==> src/hdl/assert_macros.svh <==
// assertion macros shared by the fetcher rtl
// expects clk and rst_n in the scope of use
`ifndef ASSERT_MACROS_SVH
`define ASSERT_MACROS_SVH

// checked only out of reset
`define FFET_ASSERT(lbl, prop, msg) \
  lbl: assert property (@(posedge clk) disable iff (!rst_n) prop) else $error(msg);

// checked on every edge, reset included
`define FFET_ASSERT_ALWAYS(lbl, prop, msg) \
  lbl: assert property (@(posedge clk) prop) else $error(msg);

`endif

==> src/hdl/ffet_pkg.sv <==
// shared types, codes and constants of the named file fetcher
// no dependencies
package ffet_pkg;

  localparam int MAX_FILES_DEF   = 32;
  localparam int MAX_PAYLOAD_DEF = 4096;

  localparam int NAME_STORE  = 55;
  localparam int NAME_FIELD  = 56;

  localparam logic [13:0] KEY_SIG  = 14'h0000;
  localparam logic [13:0] KEY_FEAT = 14'h0001;
  localparam logic [13:0] KEY_DIR  = 14'h0019;
  localparam logic [15:0] KEY_LOW   = 16'h0020;
  localparam logic [15:0] KEY_LIMIT = 16'h4000;

  // signature bytes 'Q' 'E' 'M' 'U', big-endian
  localparam logic [31:0] SIG_WORD  = {8'h51, 8'h45, 8'h4D, 8'h55};
  localparam logic [31:0] FEAT_WORD = 32'h0100_0000;

  typedef enum logic [1:0] {
    CMD_BEGIN = 2'd0,
    CMD_NAME  = 2'd1,
    CMD_DATA  = 2'd2,
    CMD_FAIL  = 2'd3
  } cmd_code_t;

  typedef enum logic [1:0] {
    ACT_SELECT  = 2'd0,
    ACT_PAYLOAD = 2'd1,
    ACT_DONE    = 2'd2
  } action_t;

  typedef enum logic [2:0] {
    ST_OK        = 3'd0,
    ST_FORMAT    = 3'd1,
    ST_IO        = 3'd2,
    ST_DEVICE    = 3'd3,
    ST_FEATURES  = 3'd4,
    ST_DIRECTORY = 3'd5,
    ST_MISSING   = 3'd6,
    ST_LENGTH    = 3'd7
  } status_t;

  typedef struct packed {
    action_t     action;
    logic [13:0] key;
    logic [7:0]  data_byte;
    status_t     status;
    logic        last;
  } out_beat_t;

  // controller to datapath
  typedef struct packed {
    logic latch;
    logic exec;
    logic walk_cmp;
    logic emit_fin;
  } ffet_cmd_t;

  // datapath to controller
  typedef struct packed {
    logic out_free;
    logic walk_need;
    logic two_results;
    logic walk_last;
  } ffet_sts_t;

  function automatic out_beat_t mk_done(status_t st);
    out_beat_t b;
    b.action    = ACT_DONE;
    b.key       = '0;
    b.data_byte = '0;
    b.status    = st;
    b.last      = 1'b1;
    return b;
  endfunction

  function automatic out_beat_t mk_select(logic [13:0] k);
    out_beat_t b;
    b.action    = ACT_SELECT;
    b.key       = k;
    b.data_byte = '0;
    b.status    = ST_OK;
    b.last      = 1'b1;
    return b;
  endfunction

endpackage

==> src/hdl/ffet_if.sv <==
// valid/ready channel interfaces for request and result beats
// depends on nothing
interface ffet_in_if;
  logic        valid;
  logic        ready;
  logic [1:0]  cmd;
  logic [7:0]  value;
  logic [12:0] want_length;
  modport source (output valid, cmd, value, want_length, input ready);
  modport sink   (input valid, cmd, value, want_length, output ready);
endinterface

interface ffet_out_if;
  logic        valid;
  logic        ready;
  logic [1:0]  action;
  logic [13:0] key;
  logic [7:0]  data_byte;
  logic [2:0]  status;
  logic        last;
  modport source (output valid, action, key, data_byte, status, last, input ready);
  modport sink   (input valid, action, key, data_byte, status, last, output ready);
endinterface

==> src/hdl/ffet_ctrl.sv <==
// cycle sequencer of the fetcher: accept, execute, key walk, second result
// depends on ffet_pkg
module ffet_ctrl
  import ffet_pkg::*;
(
  input  logic      clk,
  input  logic      rst_n,
  input  logic      in_valid,
  output logic      in_ready,
  input  ffet_sts_t sts,
  output ffet_cmd_t cmd
);

  typedef enum logic [4:0] {
    C_ACCEPT = 5'b00001,
    C_EXEC   = 5'b00010,
    C_WRD    = 5'b00100,
    C_WCMP   = 5'b01000,
    C_FIN    = 5'b10000
  } cstate_t;

  cstate_t state_r, state_nxt;

  assign in_ready = (state_r == C_ACCEPT) && sts.out_free;

  always_comb begin
    state_nxt    = state_r;
    cmd          = '0;
    unique case (state_r)
      C_ACCEPT: begin
        if (in_valid && in_ready) begin
          cmd.latch = 1'b1;
          state_nxt = C_EXEC;
        end
      end
      C_EXEC: begin
        cmd.exec = 1'b1;
        if (sts.walk_need)        state_nxt = C_WRD;
        else if (sts.two_results) state_nxt = C_FIN;
        else                      state_nxt = C_ACCEPT;
      end
      C_WRD: state_nxt = C_WCMP;
      C_WCMP: begin
        cmd.walk_cmp = 1'b1;
        state_nxt    = sts.walk_last ? C_ACCEPT : C_WRD;
      end
      C_FIN: begin
        if (sts.out_free) begin
          cmd.emit_fin = 1'b1;
          state_nxt    = C_ACCEPT;
        end
      end
      default: state_nxt = C_ACCEPT;
    endcase
  end

  always_ff @(posedge clk) begin
    if (!rst_n) state_r <= C_ACCEPT;
    else        state_r <= state_nxt;
  end

endmodule

==> src/hdl/ffet_dp.sv <==
// datapath of the fetcher: request state, name and seen-key memories,
// directory checks and the result register; depends on ffet_pkg
module ffet_dp
  import ffet_pkg::*;
#(
  parameter int MAX_FILES   = MAX_FILES_DEF,
  parameter int MAX_PAYLOAD = MAX_PAYLOAD_DEF
) (
  input  logic        clk,
  input  logic        rst_n,
  input  logic [1:0]  in_cmd,
  input  logic [7:0]  in_value,
  input  logic [12:0] in_want_length,
  input  logic        out_ready,
  output logic        out_valid,
  output out_beat_t   out_beat,
  input  ffet_cmd_t   cmd,
  output ffet_sts_t   sts
);

  localparam int AW = (MAX_FILES > 1) ? $clog2(MAX_FILES) : 1;
  localparam int IW = $clog2(MAX_FILES + 1);

  typedef enum logic [6:0] {
    PH_IDLE    = 7'b0000001,
    PH_NAME    = 7'b0000010,
    PH_SIG     = 7'b0000100,
    PH_FEAT    = 7'b0001000,
    PH_COUNT   = 7'b0010000,
    PH_ENTRY   = 7'b0100000,
    PH_PAYLOAD = 7'b1000000
  } phase_t;

  // latched beat
  cmd_code_t   it_cmd_r;
  logic [7:0]  it_val_r;
  logic [12:0] it_wl_r;

  phase_t      phase_r, phase_nxt;
  logic [5:0]  name_len_r, name_len_nxt;
  logic [12:0] want_len_r, want_len_nxt;
  logic [5:0]  byte_pos_r, byte_pos_nxt;
  logic [31:0] hdr_r, hdr_nxt;
  logic [IW-1:0] tot_r, tot_nxt;
  logic [IW-1:0] idx_r, idx_nxt;
  logic [31:0] esize_r, esize_nxt;
  logic [15:0] ekey_r, ekey_nxt;
  logic [5:0]  enlen_r, enlen_nxt;
  logic        fmatch_r, fmatch_nxt;
  logic        fended_r, fended_nxt;
  logic        fbad_r, fbad_nxt;
  logic [13:0] ckey_r, ckey_nxt;
  logic [31:0] csize_r, csize_nxt;
  logic [12:0] left_r, left_nxt;
  logic [IW-1:0] walk_j_r, walk_j_nxt;
  logic        out_valid_r, out_valid_nxt;
  out_beat_t   out_r, out_nxt;

  // memories
  logic [7:0]  name_mem [NAME_STORE];
  logic [13:0] seen_mem [MAX_FILES];
  logic        name_we;
  logic [5:0]  name_waddr;
  logic [5:0]  name_raddr;
  logic [5:0]  pos_idx;
  logic [7:0]  name_rd_r;
  logic        seen_we;
  logic [13:0] seen_rd_r;

  // name byte compared during execute is fetched during accept
  assign pos_idx    = byte_pos_r - 6'd8;
  assign name_raddr = (pos_idx < 6'(NAME_STORE)) ? pos_idx : '0;

  always_ff @(posedge clk) begin
    if (name_we) name_mem[name_waddr] <= it_val_r;
    name_rd_r <= name_mem[name_raddr];
  end

  always_ff @(posedge clk) begin
    if (seen_we) seen_mem[idx_r[AW-1:0]] <= ekey_nxt[13:0];
    seen_rd_r <= seen_mem[walk_j_r[AW-1:0]];
  end

  always_ff @(posedge clk) begin
    if (cmd.latch) begin
      it_cmd_r <= cmd_code_t'(in_cmd);
      it_val_r <= in_value;
      it_wl_r  <= in_want_length;
    end
  end

  assign out_valid     = out_valid_r;
  assign out_beat      = out_r;

  always_comb begin
    logic        e_match, e_ended, e_bad, e_bad2;
    logic [5:0]  e_nlen, nidx;
    logic [IW-1:0] idx_inc;
    logic [12:0] left_dec;

    phase_nxt    = phase_r;
    name_len_nxt = name_len_r;
    want_len_nxt = want_len_r;
    byte_pos_nxt = byte_pos_r;
    hdr_nxt      = hdr_r;
    tot_nxt      = tot_r;
    idx_nxt      = idx_r;
    esize_nxt    = esize_r;
    ekey_nxt     = ekey_r;
    enlen_nxt    = enlen_r;
    fmatch_nxt   = fmatch_r;
    fended_nxt   = fended_r;
    fbad_nxt     = fbad_r;
    ckey_nxt     = ckey_r;
    csize_nxt    = csize_r;
    left_nxt     = left_r;
    walk_j_nxt   = walk_j_r;
    out_nxt      = out_r;
    out_valid_nxt = out_valid_r && !out_ready;
    name_we      = 1'b0;
    name_waddr   = name_len_r;
    seen_we      = 1'b0;
    sts.out_free    = !out_valid_r;
    sts.walk_last   = (IW'(walk_j_r + 1'b1) == idx_r);
    sts.walk_need   = 1'b0;
    sts.two_results = 1'b0;
    e_match = fmatch_r;
    e_ended = fended_r;
    e_bad   = fbad_r;
    e_bad2  = 1'b0;
    e_nlen  = enlen_r;
    nidx    = pos_idx;
    idx_inc = IW'(idx_r + 1'b1);
    left_dec = (left_r != '0) ? left_r - 13'd1 : left_r;

    if (cmd.emit_fin) begin
      out_nxt       = mk_done(ST_OK);
      out_valid_nxt = 1'b1;
    end

    if (cmd.walk_cmp) begin
      if ({2'b00, seen_rd_r} == ekey_r) fbad_nxt = 1'b1;
      walk_j_nxt = IW'(walk_j_r + 1'b1);
    end

    if (cmd.exec) begin
      walk_j_nxt = '0;
      unique case (it_cmd_r)
        CMD_BEGIN: begin
          phase_nxt    = PH_NAME;
          want_len_nxt = it_wl_r;
          name_len_nxt = '0;
        end
        CMD_NAME: begin
          if (phase_r == PH_NAME) begin
            if (it_val_r != 8'd0) begin
              name_we = (name_len_r < 6'(NAME_STORE));
              if (name_len_r < 6'(NAME_FIELD)) name_len_nxt = name_len_r + 6'd1;
            end else if (want_len_r == '0 || 32'(want_len_r) > 32'(MAX_PAYLOAD) ||
                         name_len_r == '0 || name_len_r >= 6'(NAME_FIELD)) begin
              phase_nxt = PH_IDLE;
              out_nxt = mk_done(ST_FORMAT);
              out_valid_nxt = 1'b1;
            end else begin
              phase_nxt = PH_SIG;
              byte_pos_nxt = '0;
              hdr_nxt = '0;
              out_nxt = mk_select(KEY_SIG);
              out_valid_nxt = 1'b1;
            end
          end
        end
        CMD_FAIL: begin
          if (phase_r != PH_IDLE && phase_r != PH_NAME) begin
            phase_nxt = PH_IDLE;
            out_nxt = mk_done(ST_IO);
            out_valid_nxt = 1'b1;
          end
        end
        CMD_DATA: begin
          if (phase_r == PH_ENTRY) begin
            // directory entry byte
            byte_pos_nxt = byte_pos_r + 6'd1;
            if (byte_pos_r < 6'd4) begin
              esize_nxt = {esize_r[23:0], it_val_r};
            end else if (byte_pos_r < 6'd6) begin
              ekey_nxt = {ekey_r[7:0], it_val_r};
              if (byte_pos_r == 6'd5) begin
                if (ekey_nxt < KEY_LOW || ekey_nxt >= KEY_LIMIT) fbad_nxt = 1'b1;
                seen_we = 1'b1;
                sts.walk_need = (idx_r != '0);
              end
            end else if (byte_pos_r < 6'd8) begin
              if (it_val_r != 8'd0) fbad_nxt = 1'b1;
            end else if (!fended_r) begin
              if (it_val_r == 8'd0) begin
                e_ended = 1'b1;
                e_nlen  = nidx;
              end else if (nidx >= name_len_r || nidx >= 6'(NAME_STORE) ||
                           name_rd_r != it_val_r) begin
                e_match = 1'b0;
              end
              fended_nxt = e_ended;
              enlen_nxt  = e_nlen;
              fmatch_nxt = e_match;
            end

            if (byte_pos_r == 6'd63) begin
              e_bad2 = e_bad || !e_ended || e_nlen == '0;
              if (!e_bad2 && e_match && e_nlen == name_len_r) begin
                if (ckey_r != '0) e_bad2 = 1'b1;
                else begin
                  ckey_nxt  = ekey_r[13:0];
                  csize_nxt = esize_r;
                end
              end
              if (e_bad2) begin
                phase_nxt = PH_IDLE;
                out_nxt = mk_done(ST_DIRECTORY);
                out_valid_nxt = 1'b1;
              end else begin
                idx_nxt = idx_inc;
                if (idx_inc < tot_r) begin
                  byte_pos_nxt = '0;
                  esize_nxt  = '0;
                  ekey_nxt   = '0;
                  enlen_nxt  = '0;
                  fmatch_nxt = 1'b1;
                  fended_nxt = 1'b0;
                  fbad_nxt   = 1'b0;
                end else if (ckey_nxt == '0) begin
                  phase_nxt = PH_IDLE;
                  out_nxt = mk_done(ST_MISSING);
                  out_valid_nxt = 1'b1;
                end else if (csize_nxt != 32'(want_len_r)) begin
                  phase_nxt = PH_IDLE;
                  out_nxt = mk_done(ST_LENGTH);
                  out_valid_nxt = 1'b1;
                end else begin
                  left_nxt = want_len_r;
                  phase_nxt = PH_PAYLOAD;
                  byte_pos_nxt = '0;
                  hdr_nxt = '0;
                  out_nxt = mk_select(ckey_nxt);
                  out_valid_nxt = 1'b1;
                end
              end
            end
          end else if (phase_r == PH_PAYLOAD) begin
            left_nxt = left_dec;
            out_nxt.action    = ACT_PAYLOAD;
            out_nxt.key       = '0;
            out_nxt.data_byte = it_val_r;
            out_nxt.status    = ST_OK;
            out_nxt.last      = (left_dec != '0);
            out_valid_nxt     = 1'b1;
            if (left_dec == '0) begin
              phase_nxt       = PH_IDLE;
              sts.two_results = 1'b1;
            end
          end else if (phase_r == PH_SIG || phase_r == PH_FEAT ||
                       phase_r == PH_COUNT) begin
            // four-byte big-endian header word
            hdr_nxt      = {hdr_r[23:0], it_val_r};
            byte_pos_nxt = byte_pos_r + 6'd1;
            if (byte_pos_r == 6'd3) begin
              byte_pos_nxt = '0;
              priority if (phase_r == PH_SIG) begin
                if (hdr_nxt != SIG_WORD) begin
                  phase_nxt = PH_IDLE;
                  out_nxt = mk_done(ST_DEVICE);
                end else begin
                  phase_nxt = PH_FEAT;
                  hdr_nxt = '0;
                  out_nxt = mk_select(KEY_FEAT);
                end
                out_valid_nxt = 1'b1;
              end else if (phase_r == PH_FEAT) begin
                if (hdr_nxt != FEAT_WORD) begin
                  phase_nxt = PH_IDLE;
                  out_nxt = mk_done(ST_FEATURES);
                end else begin
                  phase_nxt = PH_COUNT;
                  hdr_nxt = '0;
                  out_nxt = mk_select(KEY_DIR);
                end
                out_valid_nxt = 1'b1;
              end else begin
                if (hdr_nxt > 32'(MAX_FILES)) begin
                  phase_nxt = PH_IDLE;
                  out_nxt = mk_done(ST_DIRECTORY);
                  out_valid_nxt = 1'b1;
                end else begin
                  tot_nxt   = hdr_nxt[IW-1:0];
                  idx_nxt   = '0;
                  ckey_nxt  = '0;
                  csize_nxt = '0;
                  if (hdr_nxt == '0) begin
                    phase_nxt = PH_IDLE;
                    out_nxt = mk_done(ST_MISSING);
                    out_valid_nxt = 1'b1;
                  end else begin
                    phase_nxt  = PH_ENTRY;
                    esize_nxt  = '0;
                    ekey_nxt   = '0;
                    enlen_nxt  = '0;
                    fmatch_nxt = 1'b1;
                    fended_nxt = 1'b0;
                    fbad_nxt   = 1'b0;
                  end
                end
              end
            end
          end
        end
        default: phase_nxt = phase_r;
      endcase
    end
  end

  always_ff @(posedge clk) begin
    if (!rst_n) begin
      phase_r     <= PH_IDLE;
      name_len_r  <= '0;
      want_len_r  <= '0;
      byte_pos_r  <= '0;
      hdr_r       <= '0;
      tot_r       <= '0;
      idx_r       <= '0;
      esize_r     <= '0;
      ekey_r      <= '0;
      enlen_r     <= '0;
      fmatch_r    <= 1'b0;
      fended_r    <= 1'b0;
      fbad_r      <= 1'b0;
      ckey_r      <= '0;
      csize_r     <= '0;
      left_r      <= '0;
      walk_j_r    <= '0;
      out_valid_r <= 1'b0;
    end else begin
      phase_r     <= phase_nxt;
      name_len_r  <= name_len_nxt;
      want_len_r  <= want_len_nxt;
      byte_pos_r  <= byte_pos_nxt;
      hdr_r       <= hdr_nxt;
      tot_r       <= tot_nxt;
      idx_r       <= idx_nxt;
      esize_r     <= esize_nxt;
      ekey_r      <= ekey_nxt;
      enlen_r     <= enlen_nxt;
      fmatch_r    <= fmatch_nxt;
      fended_r    <= fended_nxt;
      fbad_r      <= fbad_nxt;
      ckey_r      <= ckey_nxt;
      csize_r     <= csize_nxt;
      left_r      <= left_nxt;
      walk_j_r    <= walk_j_nxt;
      out_valid_r <= out_valid_nxt;
    end
  end

  always_ff @(posedge clk) begin
    out_r <= out_nxt;
  end

endmodule

==> src/hdl/fwcfg_named_file_fetcher.sv <==
// Named-file fetcher for a firmware-configuration port, top level.
// A request is a begin beat carrying the wanted length, then the name one byte
// per beat ending in a zero byte; port bytes and port failures follow as beats.
// Results are select-key, payload-byte and finished beats, the last carrying the
// status. Every input beat is accepted, then executed, while the result register
// is free; the beat that completes a directory entry's key adds one read and one
// compare of the seen-key memory per earlier entry. The last payload byte yields
// two results, the finished beat leaving once the byte has been taken. Input is
// held off while a result waits. Memories need no clearing pass after reset.
// Depends on ffet_pkg, ffet_if, ffet_ctrl, ffet_dp and assert_macros.svh.
`include "assert_macros.svh"

module fwcfg_named_file_fetcher
  import ffet_pkg::*;
#(
  parameter int MAX_FILES   = MAX_FILES_DEF,
  parameter int MAX_PAYLOAD = MAX_PAYLOAD_DEF
) (
  input  logic       clk,
  input  logic       rst_n,
  ffet_in_if.sink    in_ch,
  ffet_out_if.source out_ch
);

  ffet_cmd_t cmd;
  ffet_sts_t sts;
  out_beat_t beat;
  logic      out_valid;

  // sequencer: decides which cycle does what
  ffet_ctrl u_ctrl (
    .clk      (clk),
    .rst_n    (rst_n),
    .in_valid (in_ch.valid),
    .in_ready (in_ch.ready),
    .sts      (sts),
    .cmd      (cmd)
  );

  // request state, memories and the result register
  ffet_dp #(
    .MAX_FILES   (MAX_FILES),
    .MAX_PAYLOAD (MAX_PAYLOAD)
  ) u_dp (
    .clk            (clk),
    .rst_n          (rst_n),
    .in_cmd         (in_ch.cmd),
    .in_value       (in_ch.value),
    .in_want_length (in_ch.want_length),
    .out_ready      (out_ch.ready),
    .out_valid      (out_valid),
    .out_beat       (beat),
    .cmd            (cmd),
    .sts            (sts)
  );

  // result beat fields
  assign out_ch.valid     = out_valid;
  assign out_ch.action    = beat.action;
  assign out_ch.key       = beat.key;
  assign out_ch.data_byte = beat.data_byte;
  assign out_ch.status    = beat.status;
  assign out_ch.last      = beat.last;

  // no input beat while a result is pending
  `FFET_ASSERT(a_accept_free, in_ch.valid && in_ch.ready |-> !out_ch.valid, "beat accepted over pending result")
  // every accepted beat is executed in the next cycle
  `FFET_ASSERT(a_exec_follows, in_ch.valid && in_ch.ready |=> cmd.exec, "accepted beat not executed")
  // a new result only comes from execute or the second-result step
  `FFET_ASSERT(a_out_source, $rose(out_ch.valid) |-> $past(cmd.exec || cmd.emit_fin), "result without cause")
  // reset empties the result register
  `FFET_ASSERT_ALWAYS(a_reset_out, !rst_n |=> !out_ch.valid, "result valid after reset")

endmodule
==> src/flat_wrapper.sv <==
// flat-port wrapper written by rule: the top's interface ports become plain ports
module fwcfg_named_file_fetcher_flat import ffet_pkg::*;
#(
  parameter int MAX_FILES   = MAX_FILES_DEF,
  parameter int MAX_PAYLOAD = MAX_PAYLOAD_DEF
)
  (clk, rst_n, in_ch_valid, in_ch_cmd, in_ch_value, in_ch_want_length, in_ch_ready, out_ch_valid, out_ch_action, out_ch_key, out_ch_data_byte, out_ch_status, out_ch_last, out_ch_ready);
  ffet_in_if in_ch_i ();
  ffet_out_if out_ch_i ();
  input  logic clk;
  input  logic rst_n;
  input wire logic [$bits(in_ch_i.valid)-1:0] in_ch_valid;
  input wire logic [$bits(in_ch_i.cmd)-1:0] in_ch_cmd;
  input wire logic [$bits(in_ch_i.value)-1:0] in_ch_value;
  input wire logic [$bits(in_ch_i.want_length)-1:0] in_ch_want_length;
  output wire logic [$bits(in_ch_i.ready)-1:0] in_ch_ready;
  output wire logic [$bits(out_ch_i.valid)-1:0] out_ch_valid;
  output wire logic [$bits(out_ch_i.action)-1:0] out_ch_action;
  output wire logic [$bits(out_ch_i.key)-1:0] out_ch_key;
  output wire logic [$bits(out_ch_i.data_byte)-1:0] out_ch_data_byte;
  output wire logic [$bits(out_ch_i.status)-1:0] out_ch_status;
  output wire logic [$bits(out_ch_i.last)-1:0] out_ch_last;
  input wire logic [$bits(out_ch_i.ready)-1:0] out_ch_ready;
  assign in_ch_i.valid = in_ch_valid;
  assign in_ch_i.cmd = in_ch_cmd;
  assign in_ch_i.value = in_ch_value;
  assign in_ch_i.want_length = in_ch_want_length;
  assign in_ch_ready = in_ch_i.ready;
  assign out_ch_valid = out_ch_i.valid;
  assign out_ch_action = out_ch_i.action;
  assign out_ch_key = out_ch_i.key;
  assign out_ch_data_byte = out_ch_i.data_byte;
  assign out_ch_status = out_ch_i.status;
  assign out_ch_last = out_ch_i.last;
  assign out_ch_i.ready = out_ch_ready;
  fwcfg_named_file_fetcher #(.MAX_FILES(MAX_FILES), .MAX_PAYLOAD(MAX_PAYLOAD)) u_core (.clk(clk), .rst_n(rst_n), .in_ch(in_ch_i), .out_ch(out_ch_i));
endmodule
==> config.mk <==
export PLATFORM = sky130hd
export DESIGN_NAME = fwcfg_named_file_fetcher_flat
export DESIGN_NICKNAME = d
export VERILOG_FILES = /design/src/hdl/ffet_pkg.sv /design/src/hdl/ffet_if.sv /design/src/hdl/ffet_ctrl.sv /design/src/hdl/ffet_dp.sv /design/src/hdl/fwcfg_named_file_fetcher.sv /design/src/flat_wrapper.sv
export VERILOG_INCLUDE_DIRS = /design/src /design/src/hdl
export SDC_FILE = /design/constraint.sdc
export NUM_CORES = 2
export LEC_CHECK = 0
export BUFFER_PORTS_ARGS = -buffer_cell sky130_fd_sc_hd__buf_2
export CORE_ASPECT_RATIO = 2
export CORE_UTILIZATION = 65
export CTS_CLUSTER_SIZE = 20
export DETAILED_ROUTE_END_ITERATION = 8
export PLACE_DENSITY = 0.92
export SYNTH_ARGS = -nofsm -noshare
export SYNTH_HDL_FRONTEND = slang
export SYNTH_SLANG_ARGS = --single-unit
export TNS_END_PERCENT = 30
==> constraint.sdc <==
create_clock -name clk -period 11.38 [get_ports clk]
set_input_delay 1.707 -clock clk [delete_from_list [all_inputs] [get_ports clk]]
set_output_delay 1.707 -clock clk [all_outputs]
set_load 0.05 [all_outputs]
==> flow_metrics.env <==
export IMPL_synth_area_mm2=0.04801
export IMPL_clk_pin_slew_ps=70
export IMPL_routed_wl_mm=134.0
export IMPL_place_gp_congestion=1.017
export IMPL_cts_buffers=93
export IMPL_end_kind="flip-flop"
export IMPL_arrival_ps=7190
export IMPL_grt_max_degree=117
export IMPL_final_util=0.7208
export IMPL_netSwitchingFraction=0.2145
export IMPL_synth_top_area_share=0.5698
export IMPL_synth_common_cells="edfxtp_1 (911), nand2_1 (499), dfxtp_1 (246), nor2_1 (229), clkbuf_1 (166)"
export IMPL_fmax_mhz=152.1
export IMPL_synthArstFlopShare=0
export IMPL_insertion_delay_ps=700
export IMPL_cp_max_fo=33
export IMPL_crit_type="flip-flop to flip-flop"
export IMPL_syn_area_per_cell_um2=13.71
export IMPL_synthTopCellsByArea="edfxtp_1 (57%), dfxtp_1 (10%), mux4_2 (6.9%), nand2_1 (3.9%), mux2i_1 (1.8%)"
export IMPL_finalCritPeriodShare=0.5776
export IMPL_maxCapViolCount=0
export IMPL_synthCells=3502
export IMPL_min_path_type="flip-flop to flip-flop"
export IMPL_wl_per_cell_um=29.65
export IMPL_leakagePower_nw=15.47
export IMPL_cts_root_buf="clkbuf_16"
export IMPL_hpwl_mm=80.24
export IMPL_cts_tree="yes"
export IMPL_maxSlewViolCount=0
export IMPL_antenna_found_initial=2
export IMPL_post_cts_resize_count=0
export IMPL_power_density_mw_per_mm2=158.6
export IMPL_setup_viol=0
export IMPL_fillers=4188
export IMPL_setup_tns_ps=0
export IMPL_synth_seq_cells=1157
export IMPL_place_port_buffers=56
export IMPL_coreArea_mm2=0.07287
export IMPL_ant_nets=0
export IMPL_p_switching_w=0.001787
export IMPL_dieArea_mm2=0.07502
export IMPL_ir_drop_mv=0.1301
export IMPL_drive_above_1_share=0.1437
export IMPL_die_h_um=386.3
export IMPL_grt_usage=0.3625
export IMPL_synth_edf_count=911
export IMPL_grt_pass1_wl_mm=198.2
export IMPL_syn_num_nets=3552
export IMPL_ys_flop_type="edfxtp_1"
export IMPL_crit_required_ps=12000
export IMPL_p_seq_frac=0.556
export IMPL_status="complete, no violations"
export IMPL_finalHoldViolations=0
export IMPL_synth_most_common_cell="edfxtp_1"
export IMPL_viasPerCell=7.113
export IMPL_tightest_slew_ps=1447
export IMPL_clock_path_buffers=3
export IMPL_ioPinCount=57
export IMPL_start_kind="flip-flop"
export IMPL_initial_core_util=0.6588
export IMPL_period_needed_ps=6573
export IMPL_p_int_w=0.006543
export IMPL_rsz0062_at_grt="no"
export IMPL_postCtsHoldBufs=0
export IMPL_ys_warn_count=0
export IMPL_ys_seq_area_frac=0.6724
export IMPL_syn2layout_area_growth_pct=9.406
export IMPL_synth_top_area_cell="edfxtp_1"
export IMPL_htreeDepth=3
export IMPL_num_rows=140
export IMPL_ys_types=86
export IMPL_grt_pass1_vias=31910
export IMPL_drtIter0Drc=4469
export IMPL_vias=32140
export IMPL_postCtsSetupBuffers=0
export IMPL_cts_sinks=1157
export IMPL_clockPowerShare=0.412
export IMPL_drc=0
export IMPL_pwr_share_comb=0.032
export IMPL_fin_worst_skew_ps=22.29
export IMPL_die_x_um=194.2
export IMPL_overflow=0
export IMPL_fin_nets=3562
export IMPL_slew_headroom=0.03409
export IMPL_dr_pass1_iters=8
[layer usage]
metal	part of all wire	global-route usage	vias to the layer above
met3	0.10	0.07418	771
met5	0.000097	0	-
met2	0.50	0.6201	2588
met4	0.095	0.2969	2
li1	-	-	13280
met1	0.30	0.3903	15500
[registers in the layout, summed over array words and instances (netlist names), 2 cells and up]
register and flops:
u_core.u_dp.seen_mem 448, u_core.u_dp.name_mem 440, u_core.u_dp.csize_r 32, u_core.u_dp.esize_r 32, u_core.u_dp.out_beat 28, u_core.u_dp.hdr_r 24
u_core.u_dp.ekey_r 16, u_core.u_dp.ckey_r 14, u_core.u_dp.seen_rd_r 14, u_core.u_dp.it_wl_r 13, u_core.u_dp.left_r 13, u_core.u_dp.want_len_r 13
u_core.u_dp.it_val_r 8, u_core.u_dp.name_rd_r 8, u_core.u_dp.phase_r 7, u_core.u_dp.byte_pos_r 6, u_core.u_dp.enlen_r 6, u_core.u_dp.idx_r 6
u_core.u_dp.name_len_r 6, u_core.u_dp.tot_r 6, u_core.u_dp.walk_j_r 6, u_core.u_ctrl.state_r 5, u_core.u_dp.it_cmd_r 2
[worst max-delay path, stage by stage (launching register included)]
cell and delay (ps):
dfxtp_1 610, inv_1 190, ha_1 280, xnor2_1 290, inv_1 160, ha_1 370, a2111oi_2 390, o211ai_1 200
o41ai_4 780, a31oi_1 320, a31oi_1 360, nand2_1 280, o21ai_2 930, a22o_1 1020, and2_1 320
[kinds of logic after synthesis]
group / Yosys count / share of synthesized area
muxes: 252 / 0.09163
buffers and inverters: 257 / 0.02132
and+or+nand+nor: 1131 / 0.1087
xor gates and xnor gates: 75 / 0.01400
adders and majority gates: 23 / 0.005994
DFF: 1157 / 0.6724
AOI/OAI and AO/OA: 607 / 0.08593
[worst paths after layout]
path | endpoint | slack (ps) | from | cells after the start
worst max-delay path | u_core.u_dp.ekey_r[1] | 4810 | u_core.u_dp.byte_pos_r[3] | 14
worst min-delay path | u_core.u_dp.csize_r[17] | 460 | u_core.u_dp.csize_r[17] | 2
worst max register to register | u_core.u_dp.ekey_r[1] | 4810 | u_core.u_dp.byte_pos_r[3] | 14
worst min register to register | u_core.u_dp.csize_r[17] | 460 | u_core.u_dp.csize_r[17] | 2
[per-stage QoR]
stage	cells	hold slack, ps	worst slack (ps)	cell area (um2)	power (W)
after floorplan	3502	432.6	6779	48010	0.004860
after global placement	4340	434.3	5361	49260	0.004963
after detailed placement	4340	437.5	5041	49260	0.004972
after CTS	4515	469.9	5035	52520	0.008321
after global routing	4515	486.6	4394	52520	0.008489
final	4518	464.3	4807	52520	0.008330
[cell type report]
cell class,count,area (um2),area share
clock buffer,110,2496,0.04752
antenna,3,7.507,0.0001429
inverter,40,150.1,0.002859
sequential,1157,32300,0.6149
multi-input combinational,2088,14800,0.2818
timing repair buffer,132,853.3,0.01625
clock inverter,65,762.0,0.01451
tap,923,1155,0.02199
[power groups by stage]
stage | Sequential, W | Combinational, W | Clock, W
after floorplan | 0.00476 | 0.000100 | 0
after global placement | 0.00472 | 0.000245 | 0
after detailed placement | 0.00472 | 0.000253 | 0
after CTS | 0.00463 | 0.000256 | 0.00344
after global routing | 0.00463 | 0.000276 | 0.00359
final | 0.00463 | 0.000266 | 0.00344
[layout by cell type, fill, tap and decap left out, types with 24 or more instances in the layout]
| cell type | instances |
|---|---|
| a21boi_0 | 53 |
| a21oi_1 | 94 |
| a22oi_1 | 69 |
| a311oi_1 | 33 |
| a31oi_1 | 59 |
| and2_1 | 38 |
| and3_1 | 37 |
| buf_2 | 55 |
| buf_4 | 77 |
| clkbuf_16 | 97 |
| dfxtp_1 | 241 |
| edfxtp_1 | 911 |
| inv_1 | 38 |
| mux2i_1 | 87 |
| mux4_2 | 148 |
| nand2_1 | 498 |
| nand3_1 | 103 |
| nand4_1 | 27 |
| nor2_1 | 205 |
| nor2b_1 | 71 |
| nor3_1 | 32 |
| nor4_1 | 32 |
| o211ai_1 | 24 |
| o21ai_0 | 122 |
| xnor2_1 | 43 |
| xor2_1 | 31 |
Note: power is estimated with default switching activity, not from simulation.
